$ cat config.mk
export PLATFORM = sky130hd
export DESIGN_NAME = itcf_ctrl
export DESIGN_NICKNAME = d
export VERILOG_FILES = /design/src/rtl/itcf_pkg.sv /design/src/rtl/itcf_ctrl.sv
export VERILOG_INCLUDE_DIRS = /design/src /design/src/rtl
export SDC_FILE = /design/constraint.sdc
export NUM_CORES = 1
export LEC_CHECK = 0
export BUFFER_PORTS_ARGS = -buffer_cell sky130_fd_sc_hd__buf_2
export CORE_AREA = 2 2 39 41
export DETAILED_ROUTE_END_ITERATION = 16
export DIE_AREA = 0 0 41 43
export HOLD_SLACK_MARGIN = 0.05
export PLACE_DENSITY = 0.66
export SYNTH_ARGS = -nofsm -noshare
export SYNTH_HDL_FRONTEND = slang
export SYNTH_SLANG_ARGS = --single-unit
export TNS_END_PERCENT = 5
$ cat constraint.sdc
create_clock -name clk -period 1.5 [get_ports clk]
set_input_delay 0.3 -clock clk [delete_from_list [all_inputs] [get_ports clk]]
set_output_delay 0.3 -clock clk [all_outputs]
set_load 0.01 [all_outputs]
$ cat src/rtl/imu_tilt_complementary_filter_macros.svh
// Assertion macros for the tilt filter blocks.
// Expects signals clk and arst_n in the scope of use.
`ifndef IMU_TILT_COMPLEMENTARY_FILTER_MACROS_SVH
`define IMU_TILT_COMPLEMENTARY_FILTER_MACROS_SVH

// same-cycle implication
`define ITCF_ASSERT_NOW(lbl, ante, cons, msg) \
	lbl: assert property (@(posedge clk) disable iff (!arst_n) (ante) |-> (cons)) else $error(msg);

// next-cycle implication
`define ITCF_ASSERT_NEXT(lbl, ante, cons, msg) \
	lbl: assert property (@(posedge clk) disable iff (!arst_n) (ante) |=> (cons)) else $error(msg);

`endif

$ cat src/rtl/itcf_pkg.sv
// Shared types, constants and helper functions of the tilt filter.
// No dependencies.
package itcf_pkg;

	localparam int CORDIC_STEPS = 16;
	localparam int CNT_W = 5;
	localparam logic [CNT_W-1:0] STEP_LAST = CNT_W'(CORDIC_STEPS - 1);

	localparam int CFG_IDX_W = 3;
	localparam int CFG_DATA_W = 17;
	localparam logic [CFG_IDX_W-1:0] REG_BIAS_X = 3'd0;
	localparam logic [CFG_IDX_W-1:0] REG_BIAS_Y = 3'd1;
	localparam logic [CFG_IDX_W-1:0] REG_BIAS_Z = 3'd2;
	localparam logic [CFG_IDX_W-1:0] REG_CPD    = 3'd3;
	localparam logic [CFG_IDX_W-1:0] REG_PERIOD = 3'd4;
	localparam logic [CFG_IDX_W-1:0] REG_BLEND  = 3'd5;

	localparam logic [19:0] CPD_SCALE = 20'd1000000;
	localparam logic [16:0] WEIGHT_ONE = 17'd65536;

	localparam int XY_W = 36;
	localparam int Z_W = 27;
	localparam logic signed [Z_W-1:0] ANG_90 = Z_W'(90 * 65536);

	typedef struct packed {
		logic signed [15:0] bias_x;
		logic signed [15:0] bias_y;
		logic signed [15:0] bias_z;
		logic [11:0]        cpd;
		logic [15:0]        period;
		logic [16:0]        weight;
	} itcf_cfg_t;

	typedef struct packed {
		logic signed [15:0] accel_x;
		logic signed [15:0] accel_y;
		logic signed [15:0] accel_z;
		logic signed [15:0] rate_x;
		logic signed [15:0] rate_y;
		logic signed [15:0] rate_z;
	} itcf_sample_t;

	typedef struct packed {
		logic accept;
		logic prep;
		logic load;
		logic run;
		logic cordic_step;
		logic pitch_load;
		logic mul;
		logic commit;
	} itcf_cmd_t;

	// atan(2^-i) in Q16.16 degrees
	function automatic logic [22:0] atan_q16(input logic [4:0] i);
		logic [22:0] a;
		case (i)
			5'd0: a = 23'd2949120;
			5'd1: a = 23'd1740967;
			5'd2: a = 23'd919879;
			5'd3: a = 23'd466945;
			5'd4: a = 23'd234379;
			5'd5: a = 23'd117304;
			5'd6: a = 23'd58666;
			5'd7: a = 23'd29335;
			5'd8: a = 23'd14668;
			5'd9: a = 23'd7334;
			5'd10: a = 23'd3667;
			5'd11: a = 23'd1833;
			5'd12: a = 23'd917;
			5'd13: a = 23'd458;
			5'd14: a = 23'd229;
			5'd15: a = 23'd115;
			5'd16: a = 23'd57;
			5'd17: a = 23'd29;
			5'd18: a = 23'd14;
			5'd19: a = 23'd7;
			5'd20: a = 23'd4;
			5'd21: a = 23'd2;
			5'd22: a = 23'd1;
			default: a = 23'd0;
		endcase
		return a;
	endfunction

	function automatic logic signed [31:0] sat32(input logic signed [39:0] v);
		logic signed [31:0] r;
		if (v > 40'sd2147483647) r = 32'h7FFFFFFF;
		else if (v < -40'sd2147483648) r = 32'h80000000;
		else r = v[31:0];
		return r;
	endfunction

endpackage

$ cat src/rtl/itcf_ctrl.sv
// Sequencer of the tilt filter: steps the datapath through one sample.
// Depends on itcf_pkg and the assertion macro header.
`include "imu_tilt_complementary_filter_macros.svh"

module itcf_ctrl (
	input  logic               clk,
	input  logic               arst_n,
	input  logic               in_valid,
	output logic               in_ready,
	output logic               out_valid,
	input  logic               out_ready,
	output itcf_pkg::itcf_cmd_t cmd,
	output logic [itcf_pkg::CNT_W-1:0] step
);
	import itcf_pkg::*;

	localparam logic [2:0] S_IDLE     = 3'd0;
	localparam logic [2:0] S_PREP     = 3'd1;
	localparam logic [2:0] S_LOAD     = 3'd2;
	localparam logic [2:0] S_RUN      = 3'd3;
	localparam logic [2:0] S_PITCH_LD = 3'd4;
	localparam logic [2:0] S_PITCH    = 3'd5;
	localparam logic [2:0] S_MUL      = 3'd6;
	localparam logic [2:0] S_DONE     = 3'd7;

	logic [2:0] state_q, state_d;
	logic [CNT_W-1:0] cnt_q;
	logic out_valid_q;
	logic slot_free;
	logic cnt_last;

	assign in_ready = (state_q == S_IDLE);
	assign out_valid = out_valid_q;
	assign step = cnt_q;
	assign slot_free = !out_valid_q || out_ready;
	assign cnt_last = (state_q == S_RUN) ? (cnt_q == {CNT_W{1'b1}}) : (cnt_q == STEP_LAST);

	always_comb begin
		cmd = '0;
		cmd.accept = in_valid && in_ready;
		cmd.prep = (state_q == S_PREP);
		cmd.load = (state_q == S_LOAD);
		cmd.run = (state_q == S_RUN);
		cmd.cordic_step = ((state_q == S_RUN) &&
			({1'b0, cnt_q} < (CNT_W+1)'(CORDIC_STEPS))) || (state_q == S_PITCH);
		cmd.pitch_load = (state_q == S_PITCH_LD);
		cmd.mul = (state_q == S_MUL);
		cmd.commit = (state_q == S_DONE) && slot_free;
	end

	always_comb begin
		state_d = state_q;
		case (state_q)
			S_IDLE: if (in_valid) state_d = S_PREP;
			S_PREP: state_d = S_LOAD;
			S_LOAD: state_d = S_RUN;
			S_RUN: if (cnt_last) state_d = S_PITCH_LD;
			S_PITCH_LD: state_d = S_PITCH;
			S_PITCH: if (cnt_last) state_d = S_MUL;
			S_MUL: state_d = S_DONE;
			S_DONE: if (slot_free) state_d = S_IDLE;
			default: state_d = S_IDLE;
		endcase
	end

	always_ff @(posedge clk or negedge arst_n) begin
		if (!arst_n) begin
			state_q <= S_IDLE;
			cnt_q <= '0;
			out_valid_q <= 1'b0;
		end else begin
			state_q <= state_d;
			if ((state_q == S_RUN || state_q == S_PITCH) && !cnt_last)
				cnt_q <= cnt_q + 1'b1;
			else
				cnt_q <= '0;
			if (cmd.commit)
				out_valid_q <= 1'b1;
			else if (out_ready)
				out_valid_q <= 1'b0;
		end
	end

	`ITCF_ASSERT_NEXT(a_accept_preps, cmd.accept, state_q == S_PREP, "accept did not start prep")
	`ITCF_ASSERT_NOW(a_commit_free, cmd.commit, !out_valid_q || out_ready, "commit over unread result")
	`ITCF_ASSERT_NEXT(a_run_from_zero, state_q == S_LOAD, cnt_q == '0, "run began with nonzero count")
	`ITCF_ASSERT_NEXT(a_commit_shows, cmd.commit, out_valid_q, "committed result not shown")

endmodule

======== After elaboration in Yosys (flattened, before gate mapping) ========
Cells that the tools add are included.
storage, ports and cells
  bits in registers ....................... 9
  input bits .............................. 4
operators by class
  add/sub/neg operators ................... 1
  magnitude comparators ................... 1
  eq/ne operators ......................... 13
  multiplexer cells ....................... 9
  reduce and logical (&&, ||, !) cells .... 12
operator list
  kind                                                 count
  case mux 3 bit (8 select lines)                      1
  equality test 3 bit, second input constant           4
  2-to-1 mux 3 bit                                     4
  equality test 3 x 2 -> 1 bit, second input constant  2
  != test 2 bit, second input constant                 3
  adder 5 x 1 -> 5 bit, second input constant          1
  equality test 5 x 4 -> 1 bit, second input constant  1
  equality test 5 bit, second input constant           1
  less-than comparator 5 bit, second input constant    1
  2-to-1 mux 5 bit                                     1
  logical AND 1 bit                                    4
  AND reduction 4 bit                                  1
  equality test 3 x 1 -> 1 bit, second input constant  1
  logical NOT 3 bit                                    1
  logical OR 1 bit                                     3
  2-to-1 mux 1 bit                                     3
  logical NOT 1 bit                                    2
  != test 2 x 1 -> 1 bit, second input constant        1
  nonzero test 2 bit                                   1

======== Longest topological paths before layout ========
  depth in word-level cells ............... 5
  gate-level depth with buffers ........... 7
  mapped depth without buffers ............ 6

======== Worst setup path before layout ========
OpenSTA, ideal clock, no wires.
  path type ............................... flip-flop to flip-flop
  from .................................... register state_q[2]
  to ...................................... register state_q[1]
  library setup time ...................... 0.126 ns
  arrival ................................. 1.469 ns
  required time ........................... 1.374 ns
  setup slack ............................. -0.095 ns
  cell stages (with the launch flop) ...... 7
  path buffers ............................ 1
  cells stage by stage .................... dfrtp_1 -> buf_4 -> nor2_1 -> ha_1 -> nand4_2 -> nor2_1 -> a311o_1
RTL lines
  what                    RTL line         source
  from (decl)             itcf_ctrl.sv:26  logic [2:0] state_q, state_d;
  from (signal assigned)  itcf_ctrl.sv:72  state_q <= state_d;

==> results.toml <==
[routing]
drt_pass1_iterations = 4
postRouteAntennaNets = 0
wl_um = 1300
drc = 0
vias_per_cell = 4.97
dr.first_iter.drc_count = 8
vias = 477
wl_per_cell_um = 13.5

[yosys]
synth.area.top_cells = "dfrtp_1 (43%), nor2_1 (5.7%), ha_1 (4.7%), buf_4 (4.3%), nor3_1 (3.8%)"
synth_fa_ha_area_frac = 0.0473
syn_avg_cell_area_um2 = 9.62
synthTopCellsByCount = "dfrtp_1 (9), nor2_1 (8), nor3_1 (4)"
ys_ff_latch = 9
ys.flop_type = "dfrtp_1"
synthMuxAreaShare = 0
ys_types = 27
ys_seq_area_frac = 0.426
netlist.area_leader.share = 0.426
synth_cells = 55
yosysTopAreaCell = "dfrtp_1"
netlist_area_um2 = 529
synthSimpleGateAreaFrac = 0.277
synthXorXnorAreaFrac = 0.0804
synth_edf_count = 0
synth_top_family_by_area = "simple AND/OR/NAND/NOR gates"
synthArstFlopShare = 1.00
yosysWarningCount = 0
synth_compound_area_frac = 0.0922
synth_nets = 61
yosysMostFrequentCell = "dfrtp_1"

[global_routing]
antenna_found_initial = 0
grt_pass1_wl_um = 1880
overflow = 0
grt_max_degree = 13
grt_use_total = 0.160
grt_pass1_vias = 448

[die]
initial_utilization = 0.382
dieArea_um2 = 1760
rows = 14
die_h_um = 43
coreArea_um2 = 1380
ios = 19
die-width_um = 41

[critical_path]
crit_type = "reg2out"
crit_buf_inv = 1
slowest_stage = "dfrtp_1"
crit_chain = "nand2_2 -> nor2_4 -> ha_2 -> a31o_1 -> buf_2"
cp.arrival_ns = 1.28
required_ns = 1.20
critPathMaxFanout = 2
max_stage_delay_ns = 0.40
crit_path_end_kind = "output pin"
critPathLaunchType = "flip-flop"
worst_path_dominant_cell_family = "flip-flops"

[placement]
place_congestion = 0.779
placed_cell_area_um2 = 649
port_buffers = 18
post-place-ws_ns = 0.0780
dp_hpwl_um = 827

[sta]
grt_setup_unrepaired = "yes"
period_minus_slack_ns = 1.58
setup_viol_count_final = 3
skew_ns = 0.000916
min_period_over_period = 1.05
slew_viol_final = 0
relSlewSlack = 0.839
tightest_slew_ns = 0.242
setup_ws_ns = -0.0778
hold_ws_ns = 0.354
hold_viol = 0
finalSetupTns_ns = -0.174
fmax_ghz = 0.634

[layout]
fin_util = 0.530
design_area_um2 = 733
layout-drive-gt1-share = 0.475
area_growth_pct = 38.5
num-nets-final = 87
n_fill_cell = 134
antenna_cells = 0

[worst_hold_path]
hold_path_class = "in2reg"

[cts]
clkSinkCount = 9
cts_buffer_depth = 2
cts_tree = "built"
cts_made_buffers = 3
clkTransAtPathRegs_ns = 0.06
insertion_delay_ns = 0.26
htreeDepth = 1
root_buffer = "clkbuf_4"

[pwr]
peakVddDrop_mv = 0.390
power.density_nw_per_um2 = 607
p_leak_nw = 0.342

[run_status]
status = "finished, violations left"
violations = "setup timing"

[run]
cap_violations = 0
==> cell type report <==
cell class,instances,area (um2),area share
Clock buffer,4,26.3,0.0358
Timing Repair Buffer,24,149,0.203
Sequential cell,9,226,0.309
Multi-Input combinational cell,38,293,0.399
Tap cell,16,20.0,0.0273
Inverter,5,18.8,0.0256
==> stage by stage <==
step,total power [mW],cells
floorplan,0.248,55
global placement,0.256,89
detailed placement,0.257,89
CTS,0.454,96
global route,0.466,96
finish,0.445,96
==> flip-flops by register name, indices dropped and copies added, names as in the netlist <==
name / count
step: 5
out_valid: 1
state_q: 3
==> placed cells by master (no fill, tap or decap), types with 2 or more instances in the layout <==
master and instances:
nand2b_1 2, nor2_1 6, xor2_1 2, nand3_1 3
buf_2 18, inv_1 3, buf_4 2, inv_2 2
buf_6 3, clkbuf_4 3, dfrtp_1 8, nor3_1 4
==> timing repair <==
| action | in CTS | in global routing |
|---|---|---|
| cloned | 0 | 0 |
| endpoints found under the hold margin | 9 | 0 |
| setup buffers | 2 | 0 |
| endpoints found under the setup margin | 5 | 11 |
| gates resized for setup | 5 | 3 |
| pin swaps | 2 | 1 |
| hold buffers | 1 | 0 |
==> metal layers <==
metal / part of all wire / GRT usage / vias up
li1: - / - / 236
met1: 0.44 / 0.194 / 227
met2: 0.51 / 0.253 / 14
met3: 0.044 / 0.0471 / 0
met4: 0 / 0.0600 / 0
met5: 0 / 0 / -
==> tightest hold or removal path: stages <==
cell,delay [ns]
buf_2,0.09
a211oi_1,0.06
nor3_1,0.11
==> kinds of logic (layout without fill, tap and decap cells) <==
kind of cell / Yosys count / in the layout
xor gates and xnor gates: 4 / 4
DFF: 9 / 9
and+or+nand+nor: 26 / 26
adders and majority gates: 2 / 2
AOI/OAI and AO/OA: 6 / 6
buffers and inverters: 8 / 33
==> path summary, 6_finish.rpt <==
check                            from         end  slack (ns)  cells past startpoint
min reg2reg                   step[0]     step[0]        0.49                      1
max reg2reg                state_q[0]  state_q[2]        0.02                      6
max in group asynchronous      arst_n  state_q[2]        0.89                      2
min in group asynchronous      arst_n   out_valid        0.42                      2
max                        state_q[0]      cmd[3]       -0.08                      5
min                          in_valid  state_q[0]        0.35                      3
==> power by group <==
group | internal, mW | total (mW) | switching, mW
clock network | 0.103 | 0.191 | 0.0887
registers | 0.243 | 0.243 | 0.0000000000000000741
logic | 0.00488 | 0.0109 | 0.00605
total | 0.350 | 0.445 | 0.0947
No activity file was read; power rests on OpenSTA's default activity.
